File: config.mk
export PLATFORM = sky130hd
export DESIGN_NAME = pafc_div
export DESIGN_NICKNAME = d
export VERILOG_FILES = /design/src/sv/pafc_div.sv
export SDC_FILE = /design/constraint.sdc
export NUM_CORES = 2
export LEC_CHECK = 0
export BUFFER_PORTS_ARGS = -buffer_cell sky130_fd_sc_hd__buf_4
export CAP_MARGIN = 5
export CORE_ASPECT_RATIO = 0.7
export CORE_MARGIN = 2
export CORE_UTILIZATION = 50
export CTS_BUF_LIST = sky130_fd_sc_hd__clkbuf_16
export DETAILED_ROUTE_END_ITERATION = 16
export PLACE_DENSITY = 0.65
export SYNTH_ARGS = -nofsm -noshare
export SYNTH_HDL_FRONTEND = slang
export SYNTH_SLANG_ARGS = --single-unit
export TNS_END_PERCENT = 10
File: constraint.sdc
create_clock -name clock -period 8.8 [get_ports clock]
set_input_delay 1.76 -clock clock [delete_from_list [all_inputs] [get_ports clock]]
set_output_delay 1.76 -clock clock [all_outputs]
set_load 0.01 [all_outputs]
File: src/sv/pafc_div.sv
// ----------------------------------------------------------------------------
// pafc_div: pipelined restoring divider with parallel lanes
// Each lane divides {rem, low} by a shared divisor, one quotient bit per
// stage. The starting remainder must be below the divisor.
// ----------------------------------------------------------------------------
module pafc_div #(
   parameter int  LANES = 1,
   parameter int  DW    = 32,
   parameter int  LW    = 16,
   parameter type side_type = logic
) (
   input  logic                        clock,
   input  logic                        reset,
   input  logic                        en,
   input  logic                        in_valid,
   input  logic [LANES-1:0][DW-1:0]    in_rem,
   input  logic [LANES-1:0][LW-1:0]    in_low,
   input  logic [DW-1:0]               in_div,
   input  side_type                    in_side,
   output logic                        out_valid,
   output logic [LANES-1:0][LW-1:0]    out_quo,
   output side_type                    out_side
);

   logic                     valid_ff [LW];
   logic [LANES-1:0][DW-1:0] rem_ff   [LW];
   logic [LANES-1:0][LW-1:0] low_ff   [LW];
   logic [DW-1:0]            div_ff   [LW];
   side_type                 side_ff  [LW];

   for (genvar k = 0; k < LW; k++) begin : g_step
      logic                     p_valid;
      logic [LANES-1:0][DW-1:0] p_rem;
      logic [LANES-1:0][LW-1:0] p_low;
      logic [DW-1:0]            p_div;
      side_type                 p_side;
      logic [LANES-1:0][DW-1:0] n_rem;
      logic [LANES-1:0][LW-1:0] n_low;

      if (k == 0) begin : g_first
         assign p_valid = in_valid;
         assign p_rem   = in_rem;
         assign p_low   = in_low;
         assign p_div   = in_div;
         assign p_side  = in_side;
      end else begin : g_next
         assign p_valid = valid_ff[k-1];
         assign p_rem   = rem_ff[k-1];
         assign p_low   = low_ff[k-1];
         assign p_div   = div_ff[k-1];
         assign p_side  = side_ff[k-1];
      end

      // Shift in the next dividend bit; the quotient bit fills the low end.
      always_comb begin
         logic [DW:0] t;
         logic        ge;
         for (int l = 0; l < LANES; l++) begin
            t        = {p_rem[l], p_low[l][LW-1]};
            ge       = (t >= {1'b0, p_div});
            n_rem[l] = ge ? DW'(t - {1'b0, p_div}) : t[DW-1:0];
            n_low[l] = {p_low[l][LW-2:0], ge};
         end
      end

      always_ff @(posedge clock) begin
         if (reset) begin
            valid_ff[k] <= 1'b0;
         end else if (en) begin
            valid_ff[k] <= p_valid;
         end
      end

      always_ff @(posedge clock) begin
         if (en) begin
            rem_ff[k]  <= n_rem;
            low_ff[k]  <= n_low;
            div_ff[k]  <= p_div;
            side_ff[k] <= p_side;
         end
      end
   end

   assign out_valid = valid_ff[LW-1];
   assign out_quo   = low_ff[LW-1];
   assign out_side  = side_ff[LW-1];

endmodule

==> results.sh <==
export IMPL_outcome="complete, no violations"
export IMPL_drive_gt1_frac=0.07463
export IMPL_firstDrtPassIters=5
export IMPL_rrSetupSlack_ps=4410
export IMPL_area_delta_synth_final_pct=10.16
export IMPL_comb_power_share=0.454
export IMPL_wl_met1_um=80450
export IMPL_synth_top_area_frac=0.5364
export IMPL_min_period_over_period=0.5049
export IMPL_crit_reg2reg_launch="div_ff[0][196]"
export IMPL_coreArea_um2=138400
export IMPL_worstMarginPinSlew_ps=1240
export IMPL_grt_max_degree=186
export IMPL_wirelength_um=163600
export IMPL_htree_levels=4
export IMPL_root_buffer="clkbuf_16"
export IMPL_seqCellArea_um2=37480
export IMPL_synth_flop_cell="edfxtp_1"
export IMPL_ir_drop_mv=0.2265
export IMPL_postCtsHoldBufs=0
export IMPL_final_cell_mix="1248 x edfxtp_1, 659 x inv_1, 512 x ha_1"
export IMPL_internal_power_mw=17.47
export IMPL_crit_fanout=62
export IMPL_rr_worst_depth=13
export IMPL_cts_sinks=1248
export IMPL_fin_nets=6864
export IMPL_die_area_um2=142800
export IMPL_rsz0062_at_grt="no"
export IMPL_critPathLaunchType="primary input"
export IMPL_crit_path_top_delay_cell="buf_4"
export IMPL_timing_critical_path_required_ps=9320
export IMPL_syn_area_per_cell_um2=11.38
export IMPL_drv_slew=0
export IMPL_path_depth=12
export IMPL_ys_warnings_count=0
export IMPL_synth_area_leaders="edfxtp_1 54%, ha_1 9.2%, inv_1 3.4%"
export IMPL_maxCapViolCount=0
export IMPL_drc=0
export IMPL_viasPerCell=5.688
export IMPL_clkLatencyLatePin_ps=790
export IMPL_synth_edf_count=1248
export IMPL_netlist_instances=6137
export IMPL_pin_count=103
export IMPL_cts_tree="yes"
export IMPL_path_buf_inv=2
export IMPL_final_cell_area_um2=76960
export IMPL_cts_clk_slew_worst_paths_ps=60
export IMPL_crit_start="in_rem[0]"
export IMPL_grt_first_pass_wirelength_um=254600
export IMPL_seq_power_share=0.346
export IMPL_r2r_end="rem_ff[3][36]"
export IMPL_routed_via_count=46690
export IMPL_power_leakage_nw=31.64
export IMPL_clkPwrFrac=0.201
export IMPL_cp_endpoint="rem_ff[0][3]"
export IMPL_whs_ps=396.8
export IMPL_yosysSeqAreaShare=0.5364
export IMPL_power_switching_mw=10.69
export IMPL_async_reset_ff_frac=0
export IMPL_die_w_um=450.8
export IMPL_dr_first_iter_drc_count=4489
export IMPL_finClkSkew_ps=21.02
export IMPL_cts_buffers=131
export IMPL_grt_pass1_vias=44210
export IMPL_slowest_delay_ps=560
export IMPL_placed_area_um2=72580
export IMPL_die_h_um=316.8
export IMPL_fmax_ghz=0.2251
export IMPL_wl_met3_um=9722
export IMPL_floorplan_initialDensity=0.5050
export IMPL_mostFrequentLayoutCell="edfxtp_1"
export IMPL_multi_input_area_um2=29370
export IMPL_synth_largest_area_cell="edfxtp_1"
export IMPL_post_cts_buffers=0
export IMPL_slew_headroom=0.1734
export IMPL_portBuffers=102
export IMPL_syn_area_um2=69870
export IMPL_clockBufferDepth=3
export IMPL_arrival_ps=4960
export IMPL_path_common_cell="buf_4"
export IMPL_synthDistinctLibCells=91
export IMPL_rows=114
export IMPL_dr_wl_met2_um=70760
export IMPL_tns_ps=0
export IMPL_crit_path_cell_trace="buf_4 > ha_1 > nor2b_1 > o31a_1 > o21ai_1 > a21o_1 > o2111ai_1 > a31oi_2 > o211ai_2 > a2111oi_4 > buf_4 > mux2_4"
export IMPL_synth_seq_cells=1248
export IMPL_p_sw_frac=0.3796
export IMPL_place_hpwl_um=123000
export IMPL_syn_nets=6749
export IMPL_power_density_nw_per_um2=365.9
export IMPL_hold_viol=0
export IMPL_cp_end_kind="flop"
export IMPL_grt_total_usage=0.2269
export IMPL_routed_top_layer="met5"
export IMPL_post_cts_resized=0
export IMPL_fill_cells=11780
export IMPL_gp_congestion=0.8795
export IMPL_hold_path_class="reg -> reg"
export IMPL_period_minus_slack_ps=4443
export IMPL_postRouteAntennaNets=0
export IMPL_antenna_found_initial=5
export IMPL_cp_top_family="compound AO/OA/AOI/OAI gates"
export IMPL_utilization=0.5562
export IMPL_final_setup_viol_count=0
export IMPL_crit_type="in -> reg"
export IMPL_routedWlPerCell_um=19.93
export IMPL_grt_overflow_total=0
==> cell usage after synthesis (all sizes together), types with 14 or more instances <==
| cell type | number |
|---|---|
| a21oi | 459 |
| or3 | 17 |
| nand3 | 94 |
| o2111ai | 15 |
| and2 | 42 |
| xor2 | 172 |
| nand2 | 461 |
| fa | 15 |
| a21o | 243 |
| nand4 | 82 |
| edfxtp | 1248 |
| clkbuf | 105 |
| or2 | 17 |
| inv | 639 |
| o211ai | 34 |
| o21ai | 449 |
| nor4 | 25 |
| xnor2 | 227 |
| mux2i | 18 |
| and3 | 47 |
| buf | 39 |
| o31ai | 40 |
| nand3b | 15 |
| nor3b | 14 |
| ha | 512 |
| nor2b | 81 |
| o21bai | 65 |
| nand2b | 66 |
| nor2 | 294 |
| a211oi | 36 |
| mux2 | 160 |
| nor3 | 73 |
| o31a | 15 |
| o21a | 79 |
| a31o | 19 |
| a31oi | 63 |
==> worst min-delay path by stage <==
stage / startpoint / end / slack (ps) / cells past startpoint
after global placement: low_ff[13][4] / low_ff[14][5] / 400 / 0
after detailed placement: low_ff[9][0] / low_ff[10][1] / 400 / 0
after floorplan: low_ff[9][9] / low_ff[10][10] / 400 / 0
after CTS: low_ff[11][12] / low_ff[12][13] / 410 / 0
final: low_ff[11][12] / low_ff[12][13] / 400 / 0
after global routing: low_ff[11][12] / low_ff[12][13] / 410 / 0
==> routing by layer <==
layer,vias up,global-route usage
met4,4,0.05100
li1,22780,-
met5,-,0
met2,1203,0.3404
met1,22520,0.3466
met3,182,0.03551
==> power groups by stage <==
| stage | registers (mW) | clock network (mW) | logic (mW) |
|---|---|---|---|
| 5_1_grt | 9.87 | 6.02 | 14.2 |
| 3_5_place_dp | 9.85 | 0 | 12.5 |
| 6_report | 9.73 | 5.65 | 12.8 |
| 4_1_cts | 9.74 | 5.80 | 12.7 |
| 2_1_floorplan | 9.32 | 0 | 9.80 |
| 3_3_place_gp | 9.85 | 0 | 12.4 |
==> cells by family (layout without fill, tap and decap cells) <==
| family | count (synthesis) | count (layout) | share of synthesized area |
|---|---|---|---|
| simple gates | 1355 | 1355 | 0.09286 |
| flops | 1248 | 1248 | 0.5364 |
| compound gates | 1647 | 1647 | 0.1493 |
| xor+xnor | 399 | 399 | 0.05002 |
| other cells | 0 | 1 | 0 |
| mux | 178 | 178 | 0.03116 |
| fa+ha+maj | 527 | 527 | 0.09599 |
| buf+inv | 783 | 997 | 0.04429 |
==> area by class of cell <==
cell class | instances | area share
Sequential cell | 1248 | 0.4869
Clock inverter | 101 | 0.01426
Inverter | 639 | 0.03117
Clock buffer | 131 | 0.04259
Tap cell | 1856 | 0.03017
Antenna cell | 1 | 0.00003252
Multi-Input combinational cell | 4106 | 0.3816
Timing Repair Buffer | 126 | 0.01323
==> stage by stage <==
stage | power [mW] | instances | worst slack, ps
6_report | 28.16 | 8208 | 4357
3_5_place_dp | 22.40 | 7974 | 3594
4_1_cts | 28.20 | 8206 | 4436
3_3_place_gp | 22.22 | 7974 | 3605
5_1_grt | 30.06 | 8207 | 4075
2_1_floorplan | 19.11 | 6137 | 4281
==> sequential cells by signal (all words and copies together), names as in the netlist <==
| name | flops |
|---|---|
| div_ff | 480 |
| low_ff | 256 |
| rem_ff | 480 |
| side_ff | 16 |
| valid_ff | 16 |
(Power assumes the default switching activity.)
