$ cat src/sv/pafc_pkg.sv
// ----------------------------------------------------------------------------
// pafc_pkg: shared types and constants for the particle attractor force core
// Item formats, register indexes, reset values and the side data that rides
// along the square-root and divider pipelines.
// ----------------------------------------------------------------------------
package pafc_pkg;

   // Arithmetic widths.
   localparam int ABS_W   = 33;  // |attractor - position|
   localparam int DIST_W  = 34;  // integer square root of the squared length
   localparam int RAD_W   = 2 * DIST_W;
   localparam int MAG1_W  = 46;  // |strength| * mass in Q16.16
   localparam int PCT_W   = 17;  // falloff factor, up to 1.0
   localparam int PCTQ_W  = 16;  // falloff quotient bits
   localparam int MAG_W   = 46;  // magnitude after falloff
   localparam int PROD_W  = 79;  // |d| * magnitude
   localparam int FQ_W    = 32;  // force quotient bits

   // Register indexes.
   localparam logic [2:0] CSR_ATTRACTOR_X   = 3'd0;
   localparam logic [2:0] CSR_ATTRACTOR_Y   = 3'd1;
   localparam logic [2:0] CSR_ATTRACTOR_Z   = 3'd2;
   localparam logic [2:0] CSR_PULL_STRENGTH = 3'd3;
   localparam logic [2:0] CSR_OUTER_RADIUS  = 3'd4;
   localparam logic [2:0] CSR_INNER_RADIUS  = 3'd5;
   localparam logic [2:0] CSR_CONSUME_EN    = 3'd6;

   // Register reset values (50.0 and 10.0 in Q16.16).
   localparam logic [31:0] OUTER_RESET = 32'd3276800;
   localparam logic [31:0] INNER_RESET = 32'd655360;

   // One input item.
   typedef struct packed {
      logic signed [31:0] pos_x;
      logic signed [31:0] pos_y;
      logic signed [31:0] pos_z;
      logic [30:0]        particle_mass;
   } req_type;

   // One result item.
   typedef struct packed {
      logic signed [31:0] force_x;
      logic signed [31:0] force_y;
      logic signed [31:0] force_z;
      logic               force_valid;
      logic               consumed;
   } rsp_type;

   typedef logic [2:0][ABS_W-1:0] absd_type;

   // Side data through the square root.
   typedef struct packed {
      absd_type    absd;
      logic [2:0]  negd;
      logic [30:0] mass;
      logic        on_attr;
   } sq_side_type;

   // Side data through the falloff divider.
   typedef struct packed {
      absd_type          absd;
      logic [2:0]        negd;
      logic [DIST_W-1:0] dist_val;
      logic [MAG1_W-1:0] mag1;
      logic              force_en;
      logic              consumed;
   } pct_side_type;

   // Side data through the force divider.
   typedef struct packed {
      logic [2:0] negd;
      logic [2:0] sat;
      logic       force_en;
      logic       consumed;
   } frc_side_type;

endpackage

$ cat src/sv/pafc_sqrt.sv
// ----------------------------------------------------------------------------
// pafc_sqrt: pipelined integer square root
// One result bit per stage, digit by digit with a running remainder; the
// whole pipe advances when en is high.
// ----------------------------------------------------------------------------
module pafc_sqrt #(
   parameter type side_type = logic
) (
   input  logic                         clock,
   input  logic                         reset,
   input  logic                         en,
   input  logic                         in_valid,
   input  logic [pafc_pkg::RAD_W-1:0]   in_rad,
   input  side_type                     in_side,
   output logic                         out_valid,
   output logic [pafc_pkg::DIST_W-1:0]  out_root,
   output side_type                     out_side
);

   localparam int STEPS = pafc_pkg::DIST_W;
   localparam int RW    = pafc_pkg::RAD_W;
   localparam int REM_W = STEPS + 2;
   localparam int T_W   = REM_W + 2;

   logic             valid_ff [STEPS];
   logic [REM_W-1:0] rem_ff   [STEPS];
   logic [STEPS-1:0] root_ff  [STEPS];
   logic [RW-1:0]    rad_ff   [STEPS];
   side_type         side_ff  [STEPS];

   for (genvar k = 0; k < STEPS; k++) begin : g_step
      logic             p_valid;
      logic [REM_W-1:0] p_rem;
      logic [STEPS-1:0] p_root;
      logic [RW-1:0]    p_rad;
      side_type         p_side;
      logic [T_W-1:0]   t;
      logic [T_W-1:0]   trial;
      logic             ge;

      if (k == 0) begin : g_first
         assign p_valid = in_valid;
         assign p_rem   = '0;
         assign p_root  = '0;
         assign p_rad   = in_rad;
         assign p_side  = in_side;
      end else begin : g_next
         assign p_valid = valid_ff[k-1];
         assign p_rem   = rem_ff[k-1];
         assign p_root  = root_ff[k-1];
         assign p_rad   = rad_ff[k-1];
         assign p_side  = side_ff[k-1];
      end

      // Bring down two radicand bits and try root*4+1.
      assign t     = {p_rem, p_rad[RW-1 -: 2]};
      assign trial = T_W'({p_root, 2'b01});
      assign ge    = (t >= trial);

      always_ff @(posedge clock) begin
         if (reset) begin
            valid_ff[k] <= 1'b0;
         end else if (en) begin
            valid_ff[k] <= p_valid;
         end
      end

      always_ff @(posedge clock) begin
         if (en) begin
            rem_ff[k]  <= ge ? REM_W'(t - trial) : REM_W'(t);
            root_ff[k] <= {p_root[STEPS-2:0], ge};
            rad_ff[k]  <= {p_rad[RW-3:0], 2'b00};
            side_ff[k] <= p_side;
         end
      end
   end

   assign out_valid = valid_ff[STEPS-1];
   assign out_root  = root_ff[STEPS-1];
   assign out_side  = side_ff[STEPS-1];

endmodule

$ cat config.mk
export PLATFORM = sky130hd
export DESIGN_NAME = pafc_sqrt
export DESIGN_NICKNAME = d
export VERILOG_FILES = /design/src/sv/pafc_pkg.sv /design/src/sv/pafc_sqrt.sv
export SDC_FILE = /design/constraint.sdc
export NUM_CORES = 2
export LEC_CHECK = 0
export BUFFER_PORTS_ARGS = -buffer_cell sky130_fd_sc_hd__buf_2
export CAP_MARGIN = 10
export CORE_ASPECT_RATIO = 1.25
export CORE_MARGIN = 3
export CORE_UTILIZATION = 25
export DETAILED_ROUTE_END_ITERATION = 16
export PLACE_DENSITY = 0.37
export SKIP_CTS_REPAIR_TIMING = 1
export SLEW_MARGIN = 40
export SYNTH_ARGS = -nofsm -noshare
export SYNTH_HDL_FRONTEND = slang
export SYNTH_MEMORY_MAX_BITS = 65536
export SYNTH_SLANG_ARGS = --single-unit
$ cat constraint.sdc
create_clock -name clock -period 4.3 [get_ports clock]
set_clock_uncertainty 0.1 [all_clocks]
set_input_delay 0.43 -clock clock [delete_from_list [all_inputs] [get_ports clock]]
set_output_delay 0.43 -clock clock [all_outputs]
set_load 0.05 [all_outputs]
==> Implementation_results.wiki <==
{| class="wikitable"
! Metric !! Value
|-
| End of the worst register-to-register path || rem_ff[27][35]
|-
| Met2 Routed Length || 179 mm
|-
| Register area || 87700 sq um
|-
| Tot GR Track Use || 11.5%
|-
| Effective utilization at floorplan || 25.1%
|-
| Count of filler cells inserted in the layout || 53800
|-
| Worst-margin pin slew || 871 ps
|-
| Library cells used by synthesis || 100
|-
| Hold Vio Cnt, Final || 0
|-
| Mapped Nets || 11100
|-
| Port Buf Inserts || 108
|-
| Start point of the worst min-delay path || in_rad[58]
|-
| Crit path max fanout || 7
|-
| Static power due to leakage || 59.1 nW
|-
| Number of vias per cell after detailed routing || 4.43
|-
| Hold Path Stages || 2
|-
| Top layer reached by signal wires || met4
|-
| Area occupied by multi-input gates || 43700 sq um
|-
| Post-synthesis area per instance || 13.0 sq um
|-
| Total length of routed met3 wires || 10.4 mm
|-
| Cell count after synthesis || 10400
|-
| Top Ports || 109
|-
| Standard-cell row count || 301
|-
| Clock tree buffer depth || 4
|-
| Weighted congestion at the end of routability-driven global placement || 0.888
|-
| Seq cells post-synth || 2920
|-
| Final setup fails || 0
|-
| Die Ht || 827 um
|-
| Total Wirelength || 325 mm
|-
| Number of buffers created by CTS || 342
|-
| Post-detailed-route wirelength per cell || 17.6 um
|-
| DPL Wire Length || 240 mm
|-
| Vias in the first global route || 85700
|-
| Worst setup path startpoint || rem_ff[26][21]
|-
| Required time reported for the critical path endpoint || 4830 ps
|-
| Horizontal extent of the die || 663 um
|-
| Fraction of layout cells with a size suffix above 1 || 9.61%
|-
| Warnings from Yosys || 0
|-
| Number of antenna violations at the first check in global routing || 4
|-
| Global-route wire length before repair || 496 mm
|-
| RSZ-0062 raised after global routing || false
|-
| Reg2reg setup slack || 160 ps
|-
| Tightest hold margin || 63.7 ps
|-
| Depth of the worst register-to-register path || 12
|-
| Headroom to the max-slew limit || 41.4%
|-
| Worst IR Drop VDD || 0.282 mV
|-
| Die Outline Area || 549000 sq um
|-
| Post-layout util || 29.5%
|-
| Most frequent standard cell in the layout excluding fill and tap cells || sky130_fd_sc_hd__edfxtp_1
|-
| Fmax || 0.241 GHz
|-
| Clock transition time at the flip-flop clock pins of the worst setup and hold paths || 60 ps
|-
| Proportion of register bits with asynchronous set or reset after synthesis || 0%
|-
| CTS H-tree depth || 5
|-
| Post-route clock period utilization || 96.3%
|-
| Status || finished, final reports clean
|-
| Worst Setup EP || rem_ff[27][35]
|-
| Critical Path Source Type || register
|-
| Post-Syn Area || 135000 sq um
|-
| Layout area overhead || 17.4%
|-
| # DRC || 0
|-
| Type of the worst min-delay path || in2reg
|-
| Number of nets at the end of the flow || 11700
|-
| Remaining global-route overflow || 0
|-
| Antenna-violating nets left || 0
|-
| Maximum Capacitance Violations || 0
|-
| Top flip-flop cell by instance count after synthesis || sky130_fd_sc_hd__edfxtp_1
|-
| Kind of end point of the critical path || register
|-
| Later-pin clock latency in the skew report || 970 ps
|-
| Max-slew violation total from the final report || 0
|-
| Cell Pwr Density || 528 nW/um^2
|-
| Initial drt markers || 4289
|-
| Sequential share of the synthesized area || 65.0%
|-
| Total core area || 537000 sq um
|-
| Clock Sinks || 2920
|-
| Root cell of the clock tree || sky130_fd_sc_hd__clkbuf_16
|-
| Via count || 81600
|-
| WS Path Type || reg2reg
|-
| Routed length on met1 || 112 mm
|-
| First drt pass iteration count || 8
|-
| CTS tree || done
|-
| Maximum number of pins on one net before global-route repair || 125
|-
| Commonest non-fill, non-tap cells in the layout || sky130_fd_sc_hd__edfxtp_1, sky130_fd_sc_hd__inv_1, sky130_fd_sc_hd__nand2_1
|-
| R2R Path Start || rem_ff[26][21]
|-
| Time the final worst path needs with I/O delays and setup || 4140 ps
|-
| Data arrival time of the critical path || 4670 ps
|-
| Post-synth EDFFs || 2920
|}
## how the worst min path moves through the flow
stage	slack [ps]	endpoint
2_1_floorplan	300	rad_ff[10][20]
3_3_place_gp	300	rad_ff[2][64]
3_5_place_dp	300	rad_ff[14][36]
4_1_cts	-640	rad_ff[0][49]
5_1_grt	-10	rad_ff[0][61]
6_report	60	rad_ff[0][58]
## cell families after synthesis
| group | after synthesis | synth area share, % |
|---|---|---|
| flip-flops | 2920 | 65.0 |
| AND/OR/NAND/NOR | 2776 | 10.3 |
| AO/OA/AOI/OAI | 2032 | 9.31 |
| buffers and inverters | 977 | 2.74 |
| XOR/XNOR | 950 | 6.17 |
| adder cells (fa/ha/maj) | 632 | 5.86 |
| multiplexers | 82 | 0.672 |
| other | 1 | 0.00278 |
## final cells by class
class,count,share of cell area [%]
clock buffers,412,5.65
flip-flops and latches,2920,55.4
inverters,785,1.86
multi-input cells,6473,27.6
repair buffers,504,2.76
diodes,10,0.0158
clock inverters,200,1.15
well taps,7120,5.62
## worst max-delay path: stages (launching register included)
cell and delay [ps]:
sky130_fd_sc_hd__edfxtp_1 410, sky130_fd_sc_hd__ha_1 470, sky130_fd_sc_hd__nand4_1 140, sky130_fd_sc_hd__buf_4 200, sky130_fd_sc_hd__or4_1 580, sky130_fd_sc_hd__or4_1 600
sky130_fd_sc_hd__o211ai_1 260, sky130_fd_sc_hd__a31o_2 170, sky130_fd_sc_hd__a21oi_4 50, sky130_fd_sc_hd__nor2_1 150, sky130_fd_sc_hd__nand4_1 220, sky130_fd_sc_hd__nor4b_1 380
sky130_fd_sc_hd__xor2_1 130
## state kept, by name, summed over array words and instances, names as in the netlist
signal / count
rem_ff: 1135
rad_ff: 1122
root_ff: 595
side_ff: 34
valid_ff: 34
## where the power goes
part	internal, W	switching [W]	total (W)
logic	0.00706	0.00999	0.0170
clock network	0.0164	0.0119	0.0283
registers	0.0359	0.00234	0.0383
## per-stage QoR
stage | area (sq um) | setup TNS [ps] | setup slack, ps | instances | power [W]
2_1_floorplan | 135000 | 0 | 739 | 10400 | 0.0495
3_3_place_gp | 147000 | -444 | -145 | 17700 | 0.0557
3_5_place_dp | 147000 | -456 | -198 | 17700 | 0.0559
4_1_cts | 158000 | -457 | -205 | 18300 | 0.0852
5_1_grt | 158000 | 0 | 1.16 | 18400 | 0.0885
6_report | 158000 | 0 | 158 | 18400 | 0.0836
## cell usage after synthesis (all sizes together), types with 19 or more instances
master | instances | area (sq um)
a21oi | 612 | 3070
nor4 | 141 | 925
ha | 632 | 7910
and2 | 64 | 400
or2 | 49 | 307
xor2 | 488 | 4270
nand2 | 742 | 2790
nor3 | 276 | 1430
a211oi | 49 | 368
o211ai | 36 | 270
o21a | 117 | 878
a31oi | 46 | 288
a31o | 19 | 166
nand4 | 128 | 801
o21ai | 570 | 2850
nand2b | 142 | 891
a21o | 255 | 1910
o31ai | 65 | 488
nor2 | 638 | 2400
nand3b | 23 | 173
and3 | 49 | 307
or4 | 75 | 567
a211o | 21 | 184
mux2 | 69 | 777
xnor2 | 462 | 4050
nor2b | 91 | 569
o21bai | 45 | 338
edfxtp | 2920 | 87700
buf | 25 | 120
inv | 785 | 2950
a21boi | 20 | 150
clkbuf | 167 | 627
or3 | 99 | 624
and4 | 22 | 193
nand3 | 172 | 866
## layer usage
layer / up-vias / GRT usage (%)
li1: 39800 / -
met1: 39600 / 10.8
met2: 1433 / 22.8
met3: 799 / 1.69
met4: 0 / 7.27
met5: - / 0
No activity file was read; power rests on OpenSTA's default activity.
